`src/rtl/kpd_pkg.sv`:
```
// Shared types and constants for the keypad matrix scanner with debounce.
// Holds the transfer payload structs, result kinds and register indexes.
// No dependencies.
package kpd_pkg;

   localparam int ROWS_DEFAULT    = 4;
   localparam int COLUMNS_DEFAULT = 3;
   localparam int KEYS_DEFAULT    = 12;

   localparam int COLUMN_SHIFT = 4;
   localparam int PORT_W       = 8;
   localparam int TIME_W       = 32;
   localparam int KIND_W       = 2;
   localparam int KEY_FIELD_W  = 4;
   localparam int DRIVE_W      = 8;

   localparam int DEBOUNCE_W   = 16;
   localparam int MAX_KEYS_W   = 4;
   localparam int CSR_INDEX_W  = 2;
   localparam int CSR_DATA_W   = 16;

   localparam logic [DEBOUNCE_W-1:0] DEBOUNCE_RESET = 16'd50;
   localparam logic [MAX_KEYS_W-1:0] MAX_KEYS_RESET = 4'd2;

   localparam logic [CSR_INDEX_W-1:0] CSR_DEBOUNCE = 2'd0;
   localparam logic [CSR_INDEX_W-1:0] CSR_MAX_KEYS = 2'd1;

   localparam logic [KIND_W-1:0] KIND_ROW     = 2'd0;
   localparam logic [KIND_W-1:0] KIND_PRESS   = 2'd1;
   localparam logic [KIND_W-1:0] KIND_RELEASE = 2'd2;

   typedef struct packed {
      logic [PORT_W-1:0] port_byte;
      logic [TIME_W-1:0] time_ms;
   } req_type;

   typedef struct packed {
      logic [KIND_W-1:0]      kind;
      logic [KEY_FIELD_W-1:0] key;
      logic [DRIVE_W-1:0]     row_drive;
      logic                   last;
   } rsp_type;

   typedef struct packed {
      logic step;
      logic differs;
   } timer_ctl_type;

endpackage

```
`src/rtl/kpd_timer.sv`:
```
// Per-key change start times and the shared elapsed-time compare.
// One key is visited per step; depends on kpd_pkg.
module kpd_timer #(
   parameter int KEYS = kpd_pkg::KEYS_DEFAULT
) (
   input  logic                                clock,
   input  logic                                reset,
   input  logic [(KEYS > 1 ? $clog2(KEYS) : 1)-1:0] key_index,
   input  logic [kpd_pkg::TIME_W-1:0]          now,
   input  logic [kpd_pkg::DEBOUNCE_W-1:0]      debounce_ms,
   input  kpd_pkg::timer_ctl_type              ctl,
   output logic                                expired
);

   localparam int TW = kpd_pkg::TIME_W;

   logic [TW-1:0] start_ff [KEYS];
   logic [TW-1:0] entry;
   logic [TW-1:0] elapsed;

   assign entry   = start_ff[key_index];
   assign elapsed = now - entry;
   assign expired = ctl.differs && (entry != '0) && (elapsed >= TW'(debounce_ms));

   always_ff @(posedge clock) begin
      if (reset) begin
         for (int k = 0; k < KEYS; k++) begin
            start_ff[k] <= '0;
         end
      end else if (ctl.step) begin
         if (!ctl.differs) begin
            start_ff[key_index] <= '0;
         end else if (entry == '0) begin
            start_ff[key_index] <= now;
         end
      end
   end

endmodule

```
`src/rtl/keypad_matrix_scan_debounce.sv`:
```
// Keypad matrix scanner with debounce: one row read per transfer in, events out.
// A mid-frame row goes straight on to the row select; the row that closes a frame
// first counts the pressed keys, then judges the count for ghosting, then visits each
// key through the shared start-time compare, then drives the row select; a result
// stall holds it. A new transfer is taken only after the row select has gone out.
// Synchronous reset clears scan state, start times, and sets registers to 50 and 2.
module keypad_matrix_scan_debounce #(
   parameter int ROWS    = kpd_pkg::ROWS_DEFAULT,
   parameter int COLUMNS = kpd_pkg::COLUMNS_DEFAULT,
   parameter int KEYS    = kpd_pkg::KEYS_DEFAULT
) (
   input  logic                               clock,
   input  logic                               reset,
   input  logic                               req_valid,
   output logic                               req_ready,
   input  kpd_pkg::req_type                   req_payload,
   output logic                               rsp_valid,
   input  logic                               rsp_ready,
   output kpd_pkg::rsp_type                   rsp_payload,
   input  logic                               csr_valid,
   output logic                               csr_ready,
   input  logic [kpd_pkg::CSR_INDEX_W-1:0]    csr_index,
   input  logic [kpd_pkg::CSR_DATA_W-1:0]     csr_data
);

   localparam int ROW_W  = ROWS > 1 ? $clog2(ROWS) : 1;
   localparam int KEY_W  = KEYS > 1 ? $clog2(KEYS) : 1;
   localparam int CNT_W  = $clog2(KEYS + 1);
   localparam int CMP_W  = CNT_W > kpd_pkg::MAX_KEYS_W ? CNT_W : kpd_pkg::MAX_KEYS_W;
   localparam int KF_W   = kpd_pkg::KEY_FIELD_W;
   localparam int DRV_W  = kpd_pkg::DRIVE_W;

   typedef enum logic [2:0] {
      ST_IDLE,
      ST_COUNT,
      ST_JUDGE,
      ST_WALK,
      ST_DRIVE
   } state_type;

   state_type                          state_ff, state_in;
   logic [ROW_W-1:0]                   row_ff, row_in;
   logic [KEYS-1:0]                    frame_ff, frame_in;
   logic [KEYS-1:0]                    stable_ff, stable_in;
   logic [kpd_pkg::TIME_W-1:0]         now_ff, now_in;
   logic [KEY_W-1:0]                   key_ff, key_in;
   logic [CNT_W-1:0]                   count_ff, count_in;
   logic [kpd_pkg::DEBOUNCE_W-1:0]     debounce_ff, debounce_in;
   logic [kpd_pkg::MAX_KEYS_W-1:0]     max_ff, max_in;
   kpd_pkg::rsp_type                   rsp_ff, rsp_in;
   logic                               rsp_valid_ff, rsp_valid_in;

   logic [KEYS-1:0]                    frame_hit;
   logic [ROW_W-1:0]                   row_next;
   logic                               row_wrap;
   logic                               key_last;
   logic                               out_free;
   logic                               timer_expired;
   kpd_pkg::timer_ctl_type             timer_ctl;

   for (genvar k = 0; k < KEYS; k++) begin : g_hit
      localparam int ROW_K = k / COLUMNS;
      localparam int COL_K = k % COLUMNS;
      if (ROW_K < ROWS) begin : g_on
         assign frame_hit[k] = (row_ff == ROW_W'(ROW_K))
                               && !req_payload.port_byte[kpd_pkg::COLUMN_SHIFT + COL_K];
      end else begin : g_off
         assign frame_hit[k] = 1'b0;
      end
   end

   assign row_wrap  = row_ff == ROW_W'(ROWS - 1);
   assign row_next  = row_wrap ? '0 : row_ff + ROW_W'(1);
   assign key_last  = key_ff == KEY_W'(KEYS - 1);
   assign out_free  = !rsp_valid_ff || rsp_ready;

   assign req_ready   = state_ff == ST_IDLE;
   assign csr_ready   = 1'b1;
   assign rsp_valid   = rsp_valid_ff;
   assign rsp_payload = rsp_ff;

   kpd_timer #(
      .KEYS (KEYS)
   ) u_timer (
      .clock       (clock),
      .reset       (reset),
      .key_index   (key_ff),
      .now         (now_ff),
      .debounce_ms (debounce_ff),
      .ctl         (timer_ctl),
      .expired     (timer_expired)
   );

   always_comb begin
      state_in     = state_ff;
      row_in       = row_ff;
      frame_in     = frame_ff;
      stable_in    = stable_ff;
      now_in       = now_ff;
      key_in       = key_ff;
      count_in     = count_ff;
      rsp_in       = rsp_ff;
      rsp_valid_in = rsp_valid_ff && !rsp_ready;
      debounce_in  = debounce_ff;
      max_in       = max_ff;
      timer_ctl.step    = 1'b0;
      timer_ctl.differs = frame_ff[key_ff] ^ stable_ff[key_ff];

      if (csr_valid) begin
         case (csr_index)
            kpd_pkg::CSR_DEBOUNCE: debounce_in = csr_data[kpd_pkg::DEBOUNCE_W-1:0];
            kpd_pkg::CSR_MAX_KEYS: max_in = csr_data[kpd_pkg::MAX_KEYS_W-1:0];
            default: ;
         endcase
      end

      case (state_ff)
         ST_IDLE: begin
            if (req_valid) begin
               frame_in = frame_ff | frame_hit;
               row_in   = row_next;
               now_in   = req_payload.time_ms;
               key_in   = '0;
               count_in = '0;
               state_in = row_wrap ? ST_COUNT : ST_DRIVE;
            end
         end
         ST_COUNT: begin
            count_in = count_ff + CNT_W'(frame_ff[key_ff]);
            if (key_last) begin
               key_in   = '0;
               state_in = ST_JUDGE;
            end else begin
               key_in = key_ff + KEY_W'(1);
            end
         end
         ST_JUDGE: begin
            // drop the whole frame as ghosting
            if (CMP_W'(count_ff) > CMP_W'(max_ff)) begin
               frame_in = '0;
            end
            state_in = ST_WALK;
         end
         ST_WALK: begin
            if (!timer_expired || out_free) begin
               timer_ctl.step = 1'b1;
               if (timer_expired) begin
                  stable_in[key_ff] = !stable_ff[key_ff];
                  rsp_in.kind      = stable_ff[key_ff] ? kpd_pkg::KIND_RELEASE
                                                       : kpd_pkg::KIND_PRESS;
                  rsp_in.key       = KF_W'(key_ff);
                  rsp_in.row_drive = '0;
                  rsp_in.last      = 1'b0;
                  rsp_valid_in     = 1'b1;
               end
               if (key_last) begin
                  frame_in = '0;
                  state_in = ST_DRIVE;
               end else begin
                  key_in = key_ff + KEY_W'(1);
               end
            end
         end
         ST_DRIVE: begin
            if (out_free) begin
               rsp_in.kind      = kpd_pkg::KIND_ROW;
               rsp_in.key       = '0;
               rsp_in.row_drive = ~(DRV_W'(1) << row_ff);
               rsp_in.last      = 1'b1;
               rsp_valid_in     = 1'b1;
               state_in         = ST_IDLE;
            end
         end
         default: begin
            state_in = ST_IDLE;
         end
      endcase
   end

   always_ff @(posedge clock) begin
      if (reset) begin
         state_ff     <= ST_IDLE;
         row_ff       <= '0;
         frame_ff     <= '0;
         stable_ff    <= '0;
         key_ff       <= '0;
         count_ff     <= '0;
         rsp_valid_ff <= 1'b0;
         debounce_ff  <= kpd_pkg::DEBOUNCE_RESET;
         max_ff       <= kpd_pkg::MAX_KEYS_RESET;
      end else begin
         state_ff     <= state_in;
         row_ff       <= row_in;
         frame_ff     <= frame_in;
         stable_ff    <= stable_in;
         key_ff       <= key_in;
         count_ff     <= count_in;
         rsp_valid_ff <= rsp_valid_in;
         debounce_ff  <= debounce_in;
         max_ff       <= max_in;
      end
      now_ff <= now_in;
      rsp_ff <= rsp_in;
   end

endmodule
```
`config.mk`:
```
export PLATFORM = sky130hd
export DESIGN_NAME = keypad_matrix_scan_debounce
export DESIGN_NICKNAME = d
export VERILOG_FILES = /design/src/rtl/kpd_pkg.sv /design/src/rtl/kpd_timer.sv /design/src/rtl/keypad_matrix_scan_debounce.sv
export SDC_FILE = /design/constraint.sdc
export NUM_CORES = 1
export LEC_CHECK = 0
export BUFFER_PORTS_ARGS = -buffer_cell sky130_fd_sc_hd__buf_2
export CAP_MARGIN = 10
export CORE_ASPECT_RATIO = 1.4
export CORE_UTILIZATION = 63
export DETAILED_ROUTE_END_ITERATION = 10
export PLACE_DENSITY = 0.8
export SETUP_SLACK_MARGIN = 0.15
export SYNTH_ARGS = -nofsm -noshare
export SYNTH_HDL_FRONTEND = slang
export SYNTH_SLANG_ARGS = --single-unit
```
`constraint.sdc`:
```
create_clock -name clock -period 6.3 [get_ports clock]
set_input_delay 1.26 -clock clock [delete_from_list [all_inputs] [get_ports clock]]
set_output_delay 1.26 -clock clock [all_outputs]
set_load 0.01 [all_outputs]
```
After elaboration in Yosys (flattened, before gate mapping)
Memory sizes are Yosys's and may differ from the RTL's. A register that Yosys moved wholly into a read port is not among the register bits.
Index checks and enable logic that the tools add are counted.
{"block": "word_totals", "reg_bits": 105, "ramBits": 384, "output_inout_bits": 18, "wordCells": 143, "mem_count": 1}
{"block": "op_classes", "addsub": 4, "order_cmp": 4, "n_eq_ne": 17, "shift": 1, "n_mux": 54, "bitwise": 4, "reduce_logical": 44}
{"memory": "u_timer.start_ff", "depth": 12, "word_bits": 32, "read_ports": 1, "rd_ports_with_merged_regs": 1, "wr": 12, "line": "kpd_timer.sv:17", "rtl": "logic [TW-1:0] start_ff [KEYS];"}
{"cell": "32-bit two-way mux", "count": 2}
{"cell": "12-bit two-way mux", "count": 4}
{"cell": "15-bit two-way mux", "count": 3}
{"cell": "12-bit one-hot mux with 3 select lines", "count": 1}
{"cell": "32-bit by 16-bit >= comparator with 1-bit output", "count": 1}
{"cell": "32-bit zero test", "count": 1}
{"cell": "32-bit nonzero test", "count": 1}
{"cell": "32-bit OR reduction", "count": 1}
{"cell": "32-bit subtractor", "count": 1}
{"cell": "15-bit one-hot mux with 2 select lines", "count": 1}
{"cell": "4-bit two-way mux", "count": 7}
{"cell": "1-bit two-way mux", "count": 20}
{"cell": "3-bit two-way mux", "count": 6}
{"cell": "1-bit logical AND", "count": 16}
{"cell": "2-bit inequality test (second input constant)", "count": 8}
{"cell": "3-bit one-hot mux with 5 select lines", "count": 1}
{"cell": "12-bit bitwise mux", "count": 1}
{"cell": "12-bit OR", "count": 1}
{"cell": "4-bit one-hot mux with 3 select lines", "count": 1}
{"cell": "5-bit AND reduction", "count": 2}
{"cell": "1-bit binary-select mux with 4-bit select", "count": 2}
{"cell": "8-bit NOT", "count": 1}
{"cell": "4-bit one-hot mux with 2 select lines", "count": 1}
{"cell": "2-bit AND reduction", "count": 4}
{"cell": "other kinds (26)", "count": 41}

Longest topological paths before layout
{"block": "logic_depth", "word_depth": 15, "mapped_depth": 27, "depth_no_buf": 22}

Cells and area by module
Synthesis repeated with hierarchy kept, for this count alone.
{"block": "unflattened", "hier_cells": 2008, "hier_area_um2": 27939.3}
{"module": "kpd_timer", "n_inst": 1, "cells_per_inst": 1607, "area_each_um2": 23592.6, "seq_area_each_um2": 15374.7}
{"module": "keypad_matrix_scan_debounce", "n_inst": 1, "cells_per_inst": 401, "area_each_um2": 4346.7, "seq_area_each_um2": 2482.4}

Worst setup path before layout
Ideal clock, no wire load.
{"block": "synth_path", "path_type": "register to register", "start": "register (tool-made name)", "end": "register frame_ff[0]", "setup_ns": 0.114, "arrival_ns": 5.310, "slack_ns": 0.875, "stages_incl_launch_ff": 25, "synth_period_minus_slack_ns": 5.425, "path_cell_list": "dfxtp_1 -> buf_2 -> buf_2 -> mux4_2 -> a22o_1 -> a221oi_1 -> ha_1 -> clkbuf_1 -> nand4_1 -> or2_2 -> o22ai_1 -> nor2_1 -> xnor2_1 -> ha_1 -> a21oi_1 -> nand2_1 -> a22oi_1 -> o2111ai_1 -> a311o_1 -> nor4_1 -> and4_1 -> and4_1 -> clkbuf_1 -> o21ai_0 -> a2111oi_0"}
{"item": "end signal, assigned", "line": "keypad_matrix_scan_debounce.sv:194", "rtl": "frame_ff <= frame_in;"}
{"item": "end, declared", "line": "keypad_matrix_scan_debounce.sv:43", "rtl": "logic [KEYS-1:0] frame_ff, frame_in;"}

==> results.rst <==
.. list-table::
   :header-rows: 1

   * - Metric
     - Value
   * - Final Wtd Congestion
     - 1.02
   * - Aggregate routed wire length
     - 78.1 mm
   * - Register bit total from synthesis
     - 618
   * - Multiplexer area fraction after synthesis
     - 11.0%
   * - Area Growth Syn to Fin
     - 11.3%
   * - Register cell area after layout
     - 17,900 um2
   * - Yosys synthesis warning count
     - 0
   * - Worst Max-Slew Pin Slew
     - ~1.0 ns
   * - IO Pins
     - 81
   * - Net count after synthesis
     - 2,244
   * - Maximum Capacitance Violations
     - 0
   * - Most common flop cell mapped by yosys
     - edfxtp_1
   * - Overall overflow remaining after global route
     - 0
   * - Number of H-tree levels
     - 2
   * - Cells after Synth
     - 2,117
   * - Worst Skew
     - 0.0210 ns
   * - Arrival time of the worst setup path
     - ~6.4 ns
   * - Clk pin slew, worst setup/hold paths
     - 0.07 ns
   * - Total number of nets in the final design
     - 2,316
   * - Per-instance average area after synthesis
     - 13.3 um2
   * - TritonCTS clock tree
     - yes
   * - Library cells used by synthesis
     - 68
   * - Number of buffers between clock root and the deepest sink
     - 3
   * - Path type of the worst setup path
     - flop to flop
   * - Setup tns final
     - 0 ns
   * - Netlist Area Pre-Place
     - approximately 28,000 um2
   * - Buffers on Ports
     - 74
   * - Insertion delay to the later sink of the worst-skew pair
     - 0.63 ns
   * - Cell Pwr Density
     - ~270 nW/um2
   * - Maximum number of pins on one net before global-route repair
     - 76
   * - Number of vias in the routed layout
     - around 19,000
   * - Inst Count DP
     - 2,686
   * - Die area
     - between 40,000 and 50,000 um2
   * - Placeable core region
     - around 44,000 um2
   * - Non-Filler Instances
     - 2,794
   * - First-pass DRT Iterations
     - 5
   * - Post-detail-place hpwl
     - 49.0 mm
   * - Setup crit start kind
     - flop
   * - Worst-path maximum fanout
     - 12
   * - Synth Area in Compound Gates
     - 7.14%
   * - Total of fill cells in the finished design
     - about 2,800
   * - Synth Area in Adders
     - 2.87%
   * - CTS Hold Bufs
     - 0
   * - Final setup violation count
     - 0
   * - Number of pins exceeding their max-slew limit in the final report
     - 0
   * - Max frequency
     - around 170 MHz
   * - X dimension of the die
     - 181 um
   * - All-Layer GR Usage
     - 35.0%
   * - Final routed DRC violation total
     - 0
   * - Placement row count
     - 91
   * - Layout cell share with drive strength beyond 1
     - roughly 19%
   * - Portion of the post-synthesis area used by sequential elements
     - 63.6%
   * - Number of buffers created by CTS
     - 56
   * - Combinational family with the most area after synthesis
     - simple AND/OR/NAND/NOR gates
   * - Clock period minus worst slack
     - 5.87 ns
   * - Data required time at the worst endpoint
     - between 6 and 7 ns
   * - Number of flops mapped to enable cells by yosys
     - between 500 and 600
   * - Count of routing violations after the opening detailed-route iteration
     - 2,227
   * - Vias in the first global route
     - roughly 19,000
   * - Crit path capture type
     - flop
   * - Number of nets still failing antenna checks after routing
     - 0
   * - First-pass GRT wire length
     - 116 mm
   * - Setup repair after global routing missed its margin
     - yes
   * - Multi-input combinational cell area
     - slightly above 9000 um2
   * - Leak pwr
     - 11.1 nW
   * - Starting density of the core
     - 64.0%
   * - Clk sink count
     - just over 600
   * - Number of hold violations in the final report
     - 0
   * - Antenna violations before repair
     - 2
   * - Via-to-Cell Ratio
     - 6.84
   * - Basic-gate share of the synthesized area counting and, or, nand and nor cells
     - approximately 11%
   * - Outcome
     - finished, final reports clean
   * - Portion of the clock cycle consumed by the worst path in the final layout
     - 93.2%
   * - Largest vdd supply drop
     - ~0.23 mV
   * - Height of the die
     - 252 um
   * - Avg WL per Cell
     - 28.0 um
   * - XOR/XNOR Fraction of Synth Area
     - 0.683%
   * - Fraction of synthesis flops using an asynchronous set or reset pin
     - 0%
   * - Clock root buffer master
     - clkbuf_16
   * - Max transition margin
     - 31.1%
   * - Worst Hold Class
     - flop to flop
metrics by stage:
step	instance area, um2	total power (W)	utilization [%]	setup slack [ns]	hold slack (ns)
after detailed placement	29600	0.00538	67.1	-0.312	0.452
final	31400	0.00860	71.2	0.425	0.465
after global placement	29600	0.00535	67.1	0.00843	0.445
after CTS	31300	0.00860	71.1	0.238	0.462
after floorplan	28200	0.00512	-	0.875	0.435
after global routing	31400	0.00881	71.2	0.139	0.467
Yosys cell counts (38+ instances only):
cell type / count / area share, %
inv_1: 83 / 1.1
ha_1: 63 / 2.8
o21ai_0: 43 / 0.76
mux4_2: 134 / 11
nor2_1: 450 / 6.0
clkbuf_1: 106 / 1.4
dfxtp_1: 62 / 4.4
buf_2: 38 / 0.67
edfxtp_1: 556 / 59
a21oi_1: 89 / 1.6
nand2_1: 129 / 1.7
area by class of cell:
| cell class | count | area share [%] |
|---|---|---|
| flip-flops and latches | 618 | 57.2 |
| multi-input cells | 1253 | 29.7 |
| well taps | 558 | 2.22 |
| clock buffers | 69 | 4.68 |
| clock inverters | 33 | 0.865 |
| diodes | 3 | 0.0239 |
| inverters | 83 | 0.992 |
| repair buffers | 177 | 4.37 |
routing by layer:
metal	share of wire, %	up-vias	GRT usage [%]
met5	0.017	-	0
met4	6.4	2	21.8
met3	12	338	7.82
met2	49	1379	57.7
met1	33	9350	42.0
li1	-	8032	-
what timing repair did:
item,4_1_cts,5_1_grt
pin swaps,0,1
setup endpoints to repair,30,46
buffers inserted,2,1
cloned,0,0
resized for setup,5,20
critical path, stage by stage (launching register included):
cell	delay, ns
dfxtp_4	0.48
buf_4	0.21
buf_4	0.28
mux4_2	0.55
a22oi_1	0.20
nand2_1	0.13
ha_1	0.24
inv_1	0.08
fa_1	0.23
a211oi_1	0.12
o21a_1	0.25
o22ai_1	0.24
nor2_1	0.09
xnor2_1	0.13
ha_1	0.31
a21oi_1	0.13
nand2_1	0.09
a22oi_1	0.15
o2111ai_1	0.13
a311o_1	0.29
nor4_1	0.15
and4_1	0.25
and4_4	0.34
o21ai_1	0.22
a2111oi_0	0.45
registers in the layout (all words and copies together) (netlist names), named ones only:
register	flops
rsp_payload	12
u_timer.start_ff	512
frame_ff	12
rsp_valid	1
debounce_ff	16
row_ff	2
state_ff	3
count_ff	4
key_ff	4
stable_ff	12
now_ff	32
max_ff	4
power breakdown:
part           switching, W  internal (W)
clock network       0.00149       0.00178
logic              0.000418      0.000254
registers         0.0000733       0.00458
total               0.00199       0.00662
layout by cell type (no fill, tap or decap), types with 6 or more instances in the layout:
cell type / n
a21o_1: 10
and2_1: 6
xor2_1: 11
or3_1: 19
clkbuf_1: 11
buf_12: 18
clkbuf_16: 56
dfxtp_1: 59
mux4_2: 134
a21oi_1: 88
o211ai_1: 6
a31o_2: 11
mux2i_1: 7
clkinv_1: 11
inv_1: 83
nand4_1: 19
o21ai_1: 7
nand3_1: 19
a211oi_1: 6
edfxtp_1: 556
nand2_1: 129
nand2b_1: 9
nor3_1: 24
a221oi_1: 29
a2111oi_0: 9
nor4_1: 6
o21a_1: 6
clkinv_2: 12
buf_2: 74
ha_1: 63
o21ai_0: 37
nor2_1: 450
a22o_1: 31
xnor2_1: 11
buf_4: 84
nor2b_1: 17
cells by family (layout without fill, tap and decap cells):
kind of cell / after synthesis / after routing
AOI/OAI and AO/OA: 293 / 293
and+or+nand+nor: 731 / 731
DFF: 618 / 618
xor gates and xnor gates: 22 / 22
adders and majority gates: 64 / 64
buffers and inverters: 246 / 362
muxes: 142 / 142
other: 1 / 4
worst paths after layout:
check	startpoint	endpoint	slack [ns]	cells after the start
setup / recovery	flop	frame_ff[3]	0.43	24
hold / removal	debounce_ff[11]	debounce_ff[11]	0.46	2
setup reg to reg	flop	frame_ff[3]	0.43	24
hold reg to reg	debounce_ff[11]	debounce_ff[11]	0.46	2
Note: power is estimated with default switching activity, not from simulation.
